File: src/lbp_pkg.sv
// lbp_pkg: sizes, codes, command/status structs and helpers of the lru buffer pool
// no dependencies; imported by every other file of the block
package lbp_pkg;

  localparam int SLOTS          = 16;
  localparam int FILE_ID_BITS   = 8;
  localparam int BLOCK_NUM_BITS = 24;
  localparam int SLOT_BITS      = $clog2(SLOTS);
  localparam int OCC_BITS       = $clog2(SLOTS + 1);

  // field widths on the channels
  localparam int FILE_ID_W   = 8;
  localparam int BLOCK_NUM_W = 24;
  localparam int SLOT_W      = 4;

  // configuration port
  localparam int CAP_BITS   = 5;
  localparam int CFG_ADDR_W = 3;
  localparam int CFG_DATA_W = 32;
  localparam logic [CAP_BITS-1:0] CAP_RESET = CAP_BITS'(16);
  localparam logic REG_CAPACITY = 1'b0;

  // action codes
  localparam logic ACT_ACCESS = 1'b0;
  localparam logic ACT_FLUSH  = 1'b1;

  typedef logic [SLOTS-1:0]          slot_vec_t;
  typedef logic [SLOT_BITS-1:0]      slot_idx_t;
  typedef logic [OCC_BITS-1:0]       occ_t;
  typedef logic [FILE_ID_BITS-1:0]   tag_file_t;
  typedef logic [BLOCK_NUM_BITS-1:0] tag_block_t;

  typedef struct packed {
    logic lookup;       // access accepted: compare tags, pick victim and free slot
    logic flush_start;  // flush accepted: load the walk counter
    logic update;       // apply access result and emit it
    logic flush_step;   // evict the oldest remaining entry and emit it
  } lbp_cmd_t;

  typedef struct packed {
    logic out_free;     // output register can take a result this cycle
    logic flush_last;   // current flush step is the final one
  } lbp_status_t;

  // lowest set index of a slot vector, zero when none is set
  function automatic slot_idx_t first_set(slot_vec_t v);
    slot_idx_t idx;
    idx = '0;
    for (int i = SLOTS - 1; i >= 0; i--) begin
      if (v[i]) idx = SLOT_BITS'(i);
    end
    return idx;
  endfunction

endpackage

File: src/lbp_in_if.sv
// lbp_in_if: request channel of the lru buffer pool (valid/ready plus request fields)
// depends on lbp_pkg
interface lbp_in_if import lbp_pkg::*; ();
  logic                   valid;
  logic                   ready;
  logic                   action;
  logic [FILE_ID_W-1:0]   file_id;
  logic [BLOCK_NUM_W-1:0] blk_num;

  modport source (output valid, action, file_id, blk_num, input ready);
  modport sink   (input valid, action, file_id, blk_num, output ready);
endinterface

File: src/lbp_out_if.sv
// lbp_out_if: result channel of the lru buffer pool (valid/ready plus result fields)
// depends on lbp_pkg
interface lbp_out_if import lbp_pkg::*; ();
  logic                   valid;
  logic                   ready;
  logic                   hit;
  logic [SLOT_W-1:0]      slot;
  logic                   load_needed;
  logic                   evict_valid;
  logic [FILE_ID_W-1:0]   evict_file_id;
  logic [BLOCK_NUM_W-1:0] evict_blk_num;
  logic                   last;

  modport source (output valid, hit, slot, load_needed, evict_valid, evict_file_id,
                  evict_blk_num, last, input ready);
  modport sink   (input valid, hit, slot, load_needed, evict_valid, evict_file_id,
                  evict_blk_num, last, output ready);
endinterface

File: src/lbp_ctrl.sv
// lbp_ctrl: controller state machine of the lru buffer pool
// depends on lbp_pkg; drives lbp_dpath through lbp_cmd_t, reads lbp_status_t
module lbp_ctrl import lbp_pkg::*; (
  input  logic        clk,
  input  logic        rst_n,
  input  logic        in_valid,
  input  logic        in_action,
  output logic        in_ready,
  input  lbp_status_t status,
  output lbp_cmd_t    cmd
);

  localparam logic [1:0] ST_IDLE  = 2'd0;
  localparam logic [1:0] ST_UPD   = 2'd1;
  localparam logic [1:0] ST_FLUSH = 2'd2;

  logic [1:0] state_r, state_nxt;

  always_comb begin
    state_nxt = state_r;
    cmd       = '0;
    in_ready  = 1'b0;
    case (state_r)
      ST_IDLE: begin
        in_ready = 1'b1;
        if (in_valid) begin
          if (in_action == ACT_FLUSH) begin
            cmd.flush_start = 1'b1;
            state_nxt       = ST_FLUSH;
          end else begin
            cmd.lookup = 1'b1;
            state_nxt  = ST_UPD;
          end
        end
      end
      ST_UPD: begin
        if (status.out_free) begin
          cmd.update = 1'b1;
          state_nxt  = ST_IDLE;
        end
      end
      ST_FLUSH: begin
        if (status.out_free) begin
          cmd.flush_step = 1'b1;
          if (status.flush_last) state_nxt = ST_IDLE;
        end
      end
      default: begin
        state_nxt = ST_IDLE;
      end
    endcase
  end

  always_ff @(posedge clk) begin
    if (!rst_n) begin
      state_r <= ST_IDLE;
    end else begin
      state_r <= state_nxt;
    end
  end

endmodule

File: src/lbp_dpath.sv
// lbp_dpath: tag store with associative compare, recency ranks, occupancy and result register
// depends on lbp_pkg; commanded by lbp_ctrl
module lbp_dpath import lbp_pkg::*; (
  input  logic                   clk,
  input  logic                   rst_n,
  input  lbp_cmd_t               cmd,
  output lbp_status_t            status,
  input  occ_t                   eff_cap,
  input  logic [FILE_ID_W-1:0]   in_file_id,
  input  logic [BLOCK_NUM_W-1:0] in_blk_num,
  input  logic                   out_ready,
  output logic                   out_valid,
  output logic                   out_hit,
  output logic [SLOT_W-1:0]      out_slot,
  output logic                   out_load_needed,
  output logic                   out_evict_valid,
  output logic [FILE_ID_W-1:0]   out_evict_file_id,
  output logic [BLOCK_NUM_W-1:0] out_evict_blk_num,
  output logic                   out_last
);

  // entry state
  slot_vec_t  valid_r, valid_nxt;
  slot_idx_t  rank_r [SLOTS];
  slot_idx_t  rank_nxt [SLOTS];
  tag_file_t  tagf_r [SLOTS];
  tag_block_t tagb_r [SLOTS];
  occ_t       occ_r, occ_nxt;
  occ_t       fcnt_r, fcnt_nxt;

  // lookup results
  tag_file_t  req_f_r;
  tag_block_t req_b_r;
  logic       hit_r;
  slot_idx_t  hit_slot_r;
  slot_idx_t  hit_rank_r;
  logic       evict_r;
  slot_idx_t  vict_slot_r;
  slot_idx_t  free_slot_r;
  tag_file_t  evf_r;
  tag_block_t evb_r;

  // result register
  logic       out_valid_r, out_valid_nxt;
  logic       o_hit_r, o_load_r, o_ev_r, o_last_r;
  slot_idx_t  o_slot_r;
  tag_file_t  o_evf_r;
  tag_block_t o_evb_r;

  tag_file_t  req_f;
  tag_block_t req_b;
  slot_vec_t  match_vec, old_vec, fl_vec;
  slot_idx_t  old_rank, fl_rank, match_slot, old_slot, fl_slot, ins_slot;
  logic       fl_found, out_load;

  assign req_f    = in_file_id[FILE_ID_BITS-1:0];
  assign req_b    = in_blk_num[BLOCK_NUM_BITS-1:0];
  assign old_rank = SLOT_BITS'(occ_r - 1'b1);
  assign fl_rank  = SLOT_BITS'(fcnt_r - 1'b1);

  always_comb begin
    for (int i = 0; i < SLOTS; i++) begin
      match_vec[i] = valid_r[i] && (tagf_r[i] == req_f) && (tagb_r[i] == req_b);
      old_vec[i]   = valid_r[i] && (rank_r[i] == old_rank);
      fl_vec[i]    = valid_r[i] && (rank_r[i] == fl_rank);
    end
  end

  assign match_slot = first_set(match_vec);
  assign old_slot   = first_set(old_vec);
  assign fl_slot    = first_set(fl_vec);
  assign fl_found   = (|fl_vec) && (fcnt_r != '0);
  assign ins_slot   = evict_r ? vict_slot_r : free_slot_r;

  assign status.out_free   = !out_valid_r || out_ready;
  assign status.flush_last = (fcnt_r <= occ_t'(1));

  // next entry state
  always_comb begin
    valid_nxt = valid_r;
    rank_nxt  = rank_r;
    occ_nxt   = occ_r;
    fcnt_nxt  = fcnt_r;
    if (cmd.flush_start) fcnt_nxt = occ_r;
    if (cmd.update) begin
      if (hit_r) begin
        for (int i = 0; i < SLOTS; i++) begin
          if (valid_r[i] && (rank_r[i] < hit_rank_r)) rank_nxt[i] = rank_r[i] + 1'b1;
        end
        rank_nxt[hit_slot_r] = '0;
      end else begin
        // victim leaves, all others age, new tag enters as most recent
        for (int i = 0; i < SLOTS; i++) begin
          if (valid_r[i] && !(evict_r && (SLOT_BITS'(i) == ins_slot))) begin
            rank_nxt[i] = rank_r[i] + 1'b1;
          end
        end
        rank_nxt[ins_slot]  = '0;
        valid_nxt[ins_slot] = 1'b1;
        if (!evict_r) occ_nxt = occ_r + 1'b1;
      end
    end
    if (cmd.flush_step) begin
      if (fcnt_r != '0) fcnt_nxt = fcnt_r - 1'b1;
      if (fl_found) begin
        valid_nxt[fl_slot] = 1'b0;
        rank_nxt[fl_slot]  = '0;
      end
      if (status.flush_last) occ_nxt = '0;
    end
  end

  assign out_load      = cmd.update || (cmd.flush_step && ((fcnt_r == '0) || fl_found));
  assign out_valid_nxt = out_load ? 1'b1 : (out_ready ? 1'b0 : out_valid_r);

  always_ff @(posedge clk) begin
    if (!rst_n) begin
      valid_r     <= '0;
      occ_r       <= '0;
      fcnt_r      <= '0;
      out_valid_r <= 1'b0;
      for (int i = 0; i < SLOTS; i++) rank_r[i] <= '0;
    end else begin
      valid_r     <= valid_nxt;
      occ_r       <= occ_nxt;
      fcnt_r      <= fcnt_nxt;
      out_valid_r <= out_valid_nxt;
      rank_r      <= rank_nxt;
    end
  end

  // payload: tags, lookup results, result fields
  always_ff @(posedge clk) begin
    if (cmd.lookup) begin
      req_f_r     <= req_f;
      req_b_r     <= req_b;
      hit_r       <= |match_vec;
      hit_slot_r  <= match_slot;
      hit_rank_r  <= rank_r[match_slot];
      evict_r     <= (occ_r >= eff_cap) && (occ_r != '0) && (|old_vec);
      vict_slot_r <= old_slot;
      free_slot_r <= first_set(~valid_r);
      evf_r       <= tagf_r[old_slot];
      evb_r       <= tagb_r[old_slot];
    end
    if (cmd.update && !hit_r) begin
      tagf_r[ins_slot] <= req_f_r;
      tagb_r[ins_slot] <= req_b_r;
    end
    if (cmd.update) begin
      o_last_r <= 1'b1;
      if (hit_r) begin
        o_hit_r  <= 1'b1;
        o_slot_r <= hit_slot_r;
        o_load_r <= 1'b0;
        o_ev_r   <= 1'b0;
        o_evf_r  <= '0;
        o_evb_r  <= '0;
      end else begin
        o_hit_r  <= 1'b0;
        o_slot_r <= ins_slot;
        o_load_r <= 1'b1;
        o_ev_r   <= evict_r;
        o_evf_r  <= evict_r ? evf_r : '0;
        o_evb_r  <= evict_r ? evb_r : '0;
      end
    end else if (cmd.flush_step) begin
      o_hit_r  <= 1'b0;
      o_load_r <= 1'b0;
      if (fcnt_r == '0) begin
        // empty pool
        o_slot_r <= '0;
        o_ev_r   <= 1'b0;
        o_evf_r  <= '0;
        o_evb_r  <= '0;
        o_last_r <= 1'b1;
      end else begin
        o_slot_r <= fl_slot;
        o_ev_r   <= 1'b1;
        o_evf_r  <= tagf_r[fl_slot];
        o_evb_r  <= tagb_r[fl_slot];
        o_last_r <= (fcnt_r == occ_t'(1));
      end
    end
  end

  assign out_valid         = out_valid_r;
  assign out_hit           = o_hit_r;
  assign out_slot          = SLOT_W'(o_slot_r);
  assign out_load_needed   = o_load_r;
  assign out_evict_valid   = o_ev_r;
  assign out_evict_file_id = FILE_ID_W'(o_evf_r);
  assign out_evict_blk_num = BLOCK_NUM_W'(o_evb_r);
  assign out_last          = o_last_r;

endmodule

File: src/lru_block_buffer_pool_unit.sv
// lru_block_buffer_pool_unit: access compares tags at the accept edge; rank update and
// result load follow in the update state once the result register frees, then the next
// access is accepted; flush evicts one entry per step through the rank search (one empty
// result if empty); a stalled output holds the controller until the result register frees
// reset (rst_n low, synchronous) clears entry valid bits, ranks, occupancy, capacity to 16
// depends on lbp_pkg, lbp_in_if, lbp_out_if, lbp_ctrl, lbp_dpath
module lru_block_buffer_pool_unit import lbp_pkg::*; (
  input  logic                  clk,
  input  logic                  rst_n,
  lbp_in_if.sink                in_chan,
  lbp_out_if.source             out_chan,
  input  logic                  psel,
  input  logic                  penable,
  input  logic                  pwrite,
  input  logic [CFG_ADDR_W-1:0] paddr,
  input  logic [CFG_DATA_W-1:0] pwdata,
  output logic [CFG_DATA_W-1:0] prdata,
  output logic                  pready
);

  // capacity register, written in the apb access phase
  logic [CAP_BITS-1:0] cap_r;
  logic                cfg_wr;
  occ_t                eff_cap;

  lbp_cmd_t    cmd;
  lbp_status_t status;

  assign pready = 1'b1;
  assign cfg_wr = psel && penable && pwrite && pready;

  always_ff @(posedge clk) begin
    if (!rst_n) begin
      cap_r <= CAP_RESET;
    end else if (cfg_wr && (paddr[2] == REG_CAPACITY)) begin
      cap_r <= pwdata[CAP_BITS-1:0];
    end
  end

  // register readback, unused index reads zero
  assign prdata = (paddr[2] == REG_CAPACITY) ? CFG_DATA_W'(cap_r) : '0;

  // capacity clamped into 1..slots
  always_comb begin
    if (cap_r == '0) begin
      eff_cap = occ_t'(1);
    end else if (32'(cap_r) > SLOTS) begin
      eff_cap = occ_t'(SLOTS);
    end else begin
      eff_cap = occ_t'(cap_r);
    end
  end

  // sequencer: idle / update / flush walk
  lbp_ctrl u_ctrl (
    .clk       (clk),
    .rst_n     (rst_n),
    .in_valid  (in_chan.valid),
    .in_action (in_chan.action),
    .in_ready  (in_chan.ready),
    .status    (status),
    .cmd       (cmd)
  );

  // tags, ranks, occupancy and the result register
  lbp_dpath u_dpath (
    .clk               (clk),
    .rst_n             (rst_n),
    .cmd               (cmd),
    .status            (status),
    .eff_cap           (eff_cap),
    .in_file_id        (in_chan.file_id),
    .in_blk_num        (in_chan.blk_num),
    .out_ready         (out_chan.ready),
    .out_valid         (out_chan.valid),
    .out_hit           (out_chan.hit),
    .out_slot          (out_chan.slot),
    .out_load_needed   (out_chan.load_needed),
    .out_evict_valid   (out_chan.evict_valid),
    .out_evict_file_id (out_chan.evict_file_id),
    .out_evict_blk_num (out_chan.evict_blk_num),
    .out_last          (out_chan.last)
  );

  // at most one emitting command per cycle
  a_one_emit: assert property (@(posedge clk) disable iff (!rst_n)
    !(cmd.update && cmd.flush_step))
    else $error("update and flush step together");

  // a result is loaded only when the result register is free
  a_emit_free: assert property (@(posedge clk) disable iff (!rst_n)
    (cmd.update || cmd.flush_step) |-> status.out_free)
    else $error("result loaded over a pending result");

  // no transfer in while an item is still being worked
  a_accept_idle: assert property (@(posedge clk) disable iff (!rst_n)
    (in_chan.valid && in_chan.ready) |-> !(cmd.update || cmd.flush_step))
    else $error("input taken while busy");

  // an accepted access occupies the following cycle
  a_access_busy: assert property (@(posedge clk) disable iff (!rst_n)
    (in_chan.valid && in_chan.ready && (in_chan.action == ACT_ACCESS)) |=> !in_chan.ready)
    else $error("ready right after an access");

endmodule
File: src/flat_wrapper.sv
// flat-port wrapper written by rule: the top's interface ports become plain ports
module lru_block_buffer_pool_unit_flat import lbp_pkg::*;
  (clk, rst_n, psel, penable, pwrite, paddr, pwdata, prdata, pready, in_chan_valid, in_chan_action, in_chan_file_id, in_chan_blk_num, in_chan_ready, out_chan_valid, out_chan_hit, out_chan_slot, out_chan_load_needed, out_chan_evict_valid, out_chan_evict_file_id, out_chan_evict_blk_num, out_chan_last, out_chan_ready);
  lbp_in_if in_chan_i ();
  lbp_out_if out_chan_i ();
  input  logic clk;
  input  logic rst_n;
  input  logic psel;
  input  logic penable;
  input  logic pwrite;
  input  logic [CFG_ADDR_W-1:0] paddr;
  input  logic [CFG_DATA_W-1:0] pwdata;
  output logic [CFG_DATA_W-1:0] prdata;
  output logic pready;
  input wire logic [$bits(in_chan_i.valid)-1:0] in_chan_valid;
  input wire logic [$bits(in_chan_i.action)-1:0] in_chan_action;
  input wire logic [$bits(in_chan_i.file_id)-1:0] in_chan_file_id;
  input wire logic [$bits(in_chan_i.blk_num)-1:0] in_chan_blk_num;
  output wire logic [$bits(in_chan_i.ready)-1:0] in_chan_ready;
  output wire logic [$bits(out_chan_i.valid)-1:0] out_chan_valid;
  output wire logic [$bits(out_chan_i.hit)-1:0] out_chan_hit;
  output wire logic [$bits(out_chan_i.slot)-1:0] out_chan_slot;
  output wire logic [$bits(out_chan_i.load_needed)-1:0] out_chan_load_needed;
  output wire logic [$bits(out_chan_i.evict_valid)-1:0] out_chan_evict_valid;
  output wire logic [$bits(out_chan_i.evict_file_id)-1:0] out_chan_evict_file_id;
  output wire logic [$bits(out_chan_i.evict_blk_num)-1:0] out_chan_evict_blk_num;
  output wire logic [$bits(out_chan_i.last)-1:0] out_chan_last;
  input wire logic [$bits(out_chan_i.ready)-1:0] out_chan_ready;
  assign in_chan_i.valid = in_chan_valid;
  assign in_chan_i.action = in_chan_action;
  assign in_chan_i.file_id = in_chan_file_id;
  assign in_chan_i.blk_num = in_chan_blk_num;
  assign in_chan_ready = in_chan_i.ready;
  assign out_chan_valid = out_chan_i.valid;
  assign out_chan_hit = out_chan_i.hit;
  assign out_chan_slot = out_chan_i.slot;
  assign out_chan_load_needed = out_chan_i.load_needed;
  assign out_chan_evict_valid = out_chan_i.evict_valid;
  assign out_chan_evict_file_id = out_chan_i.evict_file_id;
  assign out_chan_evict_blk_num = out_chan_i.evict_blk_num;
  assign out_chan_last = out_chan_i.last;
  assign out_chan_i.ready = out_chan_ready;
  lru_block_buffer_pool_unit u_core (.clk(clk), .rst_n(rst_n), .in_chan(in_chan_i), .out_chan(out_chan_i), .psel(psel), .penable(penable), .pwrite(pwrite), .paddr(paddr), .pwdata(pwdata), .prdata(prdata), .pready(pready));
endmodule
File: config.mk
export PLATFORM = sky130hd
export DESIGN_NAME = lru_block_buffer_pool_unit_flat
export DESIGN_NICKNAME = d
export VERILOG_FILES = /design/src/lbp_pkg.sv /design/src/lbp_in_if.sv /design/src/lbp_out_if.sv /design/src/lbp_ctrl.sv /design/src/lbp_dpath.sv /design/src/lru_block_buffer_pool_unit.sv /design/src/flat_wrapper.sv
export SDC_FILE = /design/constraint.sdc
export NUM_CORES = 2
export LEC_CHECK = 0
export ABC_CLOCK_PERIOD_IN_PS = 14780
export BUFFER_PORTS_ARGS = -buffer_cell sky130_fd_sc_hd__buf_2
export CAP_MARGIN = 20
export CORE_ASPECT_RATIO = 0.8
export CORE_MARGIN = 5
export CORE_UTILIZATION = 45
export CTS_CLUSTER_DIAMETER = 120
export DETAILED_ROUTE_END_ITERATION = 8
export SYNTH_ARGS = -nofsm -noshare
export SYNTH_HDL_FRONTEND = slang
export SYNTH_SLANG_ARGS = --single-unit
File: constraint.sdc
create_clock -name clk -period 14.78 [get_ports clk]
set_clock_uncertainty 0.1 [all_clocks]
set_input_delay 1.478 -clock clk [delete_from_list [all_inputs] [get_ports clk]]
set_output_delay 1.478 -clock clk [all_outputs]
set_load 0.02 [all_outputs]
==> results summary <==
The run finished with clean final reports. The peak clock frequency supported by timing came out at 148 MHz. The total of hold buffers inserted after clock tree synthesis is 0.

By area the synthesized netlist is led by edfxtp_1, mux2i_1, xor2_1. The ratio of final minimum period to clock period came out at 0.456. The share of flip-flops with an asynchronous set or reset after synthesis is 0. After synthesis, the most frequently instantiated cells are edfxtp_1, nand2_1, xor2_1.

The endpoint identified for the worst register-to-register timing path is u_core.u_dpath.out_evict_blk_num[0]$_DFFE_PP_. After synthesis, the mean cell area works out to 10.6 um^2. The overall die width is 366 um. After floorplanning, the core was sized to cover 101,000 um^2. The critical path buffer and inverter count is 4. The H-tree depth reported by CTS came out at 3. The post-placement cell area came out at 47,400 um^2.

The port buffer count is 92. The cell count after synthesis came out at 4,329. In the global route stage, overall resource usage came out at 0.437.

The largest fanout of any net on the critical path is 52. The share of the yosys chip area belonging to registers is 0.459. Among all flip-flop cells after synthesis, the most frequent one is edfxtp_1. The wire length of the first global-routing pass came out at 320,000 um. The cell taking the most area after synthesis is edfxtp_1. The most critical setup path has its startpoint at u_core.u_dpath.fcnt_r[0]$_SDFF_PN0_. The total negative slack is 0 ps. The total number of clock tree sinks is 732.

The number of buffers added by the clock tree synthesis step came out at 81. Grouping stages by cell kind, the critical path spends the most delay in buffers and inverters. The number of distinct library cells after synthesis is 87.

The critical path goes through buf_4 > inv_1 > ha_1 > xnor3_1 > and4_1 > a2bb2oi_1 > a221o_1 > a2bb2oi_1 > nand2_4 > buf_4 > buf_4 > nand2_1 > nand3_1 > nand4_1 > nor4_1 > a32o_1. The die height is 295 um. The number of I/O pins came out at 150.

The worst setup path is captured at a register. The slowest library cell on the worst path is ha_1. The clock latency on the worst-skew pair came out at 710 ps. The detailed-route DRC error count came out at 0. The pin count of the biggest net entering global routing is 123. The arrival time at the worst endpoint is 7160 ps. During synthesis, Yosys emitted a total of 0 warnings. The largest stage delay on the critical path came out at 930 ps.

The floorplan step defined a die boundary enclosing 108,000 um^2. The total wire length after detailed routing came out at 244,000 um. Headroom to the max-slew limit came out at 0.101. The DRC marker count from the first detailed-route iteration came out at 8,052. The total congestion overflow after global routing is 0. The number of nets at the end of the flow came out at 4,478.

The number of nets still failing antenna checks after routing is 0. Summed over all nets, the half-perimeter wirelength after detailed placement is 177,000 um. The ratio of total power to cell area came out at 96.7 nW/um^2. The post-route standard cell area excluding fillers is 50,300 um^2. The number of antenna violations at the first check in global routing came out at 23. The cell that appears most often on the critical path is buf_4. The final-report hold violation count was 0. The synthesized cell area is 45,800 um^2. The number of vias in the routed layout came out at 40,000. The share of synthesized area in the top cell type comes to 0.415. The effective utilization at floorplan came out at 0.454. The number of placement rows came out at 104. The startpoint identified for the worst hold timing path is u_core.u_dpath.out_last$_SDFFE_PP1P_. The final total power came out at 0.00486 W.

The buffer depth of the longest clock path is 3. The reg-to-reg startpoint is u_core.u_dpath.fcnt_r[0]$_SDFF_PN0_. The signed area change from the synthesized netlist to the final layout is 9.94%. The data required time of the critical path is 15,200 ps.

The post-detailed-route wirelength per cell is 42.6 um. The layout cell share with drive strength beyond 1 came out at 0.0992. The number of enable flip-flop cells after synthesis is 633. After clock tree synthesis, the clock-pin slew on the worst setup and hold paths is 60 ps.

The post-detailed-route via-to-cell ratio is 6.98. The number of max-cap violations came out at 0. In this run the static leakage power is 18.8 nW. In the post-synthesis netlist, the cell with the most instances is edfxtp_1.

The count of cells along the worst hold path came out at 2. Setup repair after global routing left no endpoint under its margin. The worst hold path terminates at u_core.u_dpath.out_last$_SDFFE_PP1P_.

The class of the worst hold path is register to register. The sort of element at the start of the critical path is a register. Routability-driven placement finished with a final weighted congestion of 1.09.

The post-CTS setup repair buffer count came out at 0. Gates resized during post-CTS repair numbered 0. The number of optimization iterations in the first detailed-route pass is 8. The number of setup violations in the final report came out at 0.

The kind of critical path is register to register. The clock period minus worst slack came out at 6740 ps. The TritonCTS clock tree is done.

IR analysis of the VDD net gives a maximum drop of 101 uV. At the pin with the least slew margin, the transition time is 1340 ps. The synthesized flop and latch total came out at 732. The number of max-slew violations in the final report is 0. The number of global-route vias before repair came out at 35,400. The root buffer cell chosen for the clock tree is clkbuf_16. The logic depth of the worst register-to-register path came out at 16. The register-to-register setup slack is 8040 ps.
## cell type report
class                      count  area, um^2
clock buffer                  96        2110
timing repair buffer         192        1250
clock inverter                54         669
sequential                   732       21000
tap                         1325        1660
fill                        9140       50400
inverter                      58         218
antenna                        9        22.5
multi-input combinational   3263       23400
## how the worst max path moves through the flow
| stage | end | slack (ps) | cells past startpoint |
|---|---|---|---|
| after global routing | u_core.u_dpath.out_evict_file_id[7]$_DFFE_PP_ | 8060 | 16 |
| after detailed placement | u_core.u_dpath.hit_rank_r[0]$_DFFE_PP_ | 7940 | 12 |
| after floorplan | u_core.u_dpath.evb_r[0]$_DFFE_PP_ | 6880 | 2 |
| after global placement | u_core.u_dpath.hit_rank_r[0]$_DFFE_PP_ | 8010 | 12 |
| after CTS | u_core.u_dpath.out_evict_file_id[7]$_DFFE_PP_ | 8310 | 16 |
| final | u_core.u_dpath.out_evict_blk_num[0]$_DFFE_PP_ | 8040 | 16 |
## cell families after synthesis
logic type,Yosys count,share of synthesized area
AOI/OAI and AO/OA,558,0.0827
xor gates and xnor gates,642,0.130
adders and majority gates,75,0.0205
buffers and inverters,360,0.0381
DFF,732,0.459
muxes,406,0.0980
other,2,0.000164
and+or+nand+nor,1554,0.171
## report_power, final
part	internal [W]	total (W)	switching, W	leakage [nW]
clock	0.00123	0.00218	0.000948	1.34
sequential	0.00226	0.00228	0.0000275	6.54
combinational	0.0000781	0.000398	0.000320	10.9
total	0.00357	0.00486	0.00130	18.8
## layout by cell type, fill, tap and decap left out, types with 40 or more instances in the layout
cell	count
a21oi_1	119
buf_2	92
buf_4	96
clkbuf_16	82
dfxtp_1	99
edfxtp_1	633
ha_1	75
inv_1	56
mux2i_1	358
nand2_1	487
nand2b_1	67
nand3_1	222
nand4_1	144
nor2_1	203
nor2b_1	40
nor3_1	65
nor4_1	157
o21ai_0	96
o22ai_1	84
xnor2_1	252
xor2_1	365
## flip-flops by register name, indices dropped and copies added, names as in the netlist, 5 cells and up
| name | flops |
|---|---|
| u_core.u_dpath.tagb_r | 384 |
| u_core.u_dpath.tagf_r | 128 |
| u_core.u_dpath.rank_r | 64 |
| u_core.u_dpath.evb_r | 24 |
| u_core.u_dpath.out_evict_blk_num | 24 |
| u_core.u_dpath.req_b_r | 24 |
| u_core.u_dpath.valid_r | 16 |
| u_core.u_dpath.evf_r | 8 |
| u_core.u_dpath.out_evict_file_id | 8 |
| u_core.u_dpath.req_f_r | 8 |
| u_core.cap_r | 5 |
| u_core.u_dpath.fcnt_r | 5 |
| u_core.u_dpath.occ_r | 5 |
## tightest hold or removal path, stage by stage (launching register included)
cell	delay, ps
dfxtp_1	320
nor2_1	110
a21oi_1	40
## metrics by stage
step                      cells  worst slack, ps  hold slack (ps)   util
after floorplan            4355             6880              379      -
after global placement     5562             8010              396  0.471
after detailed placement   5562             7940              414  0.471
after CTS                  5712             8310              423  0.498
after global routing       5720             8060              436  0.499
final                      5729             8040              415  0.499
## per-layer routing
| metal | part of all wire | track usage | vias to the layer above |
|---|---|---|---|
| li1 | - | - | 16100 |
| met1 | 0.41 | 0.619 | 19900 |
| met2 | 0.37 | 0.560 | 3486 |
| met3 | 0.17 | 0.212 | 559 |
| met4 | 0.048 | 0.178 | 28 |
| met5 | 0.0022 | 0.0265 | - |
(Power assumes the default switching activity.)
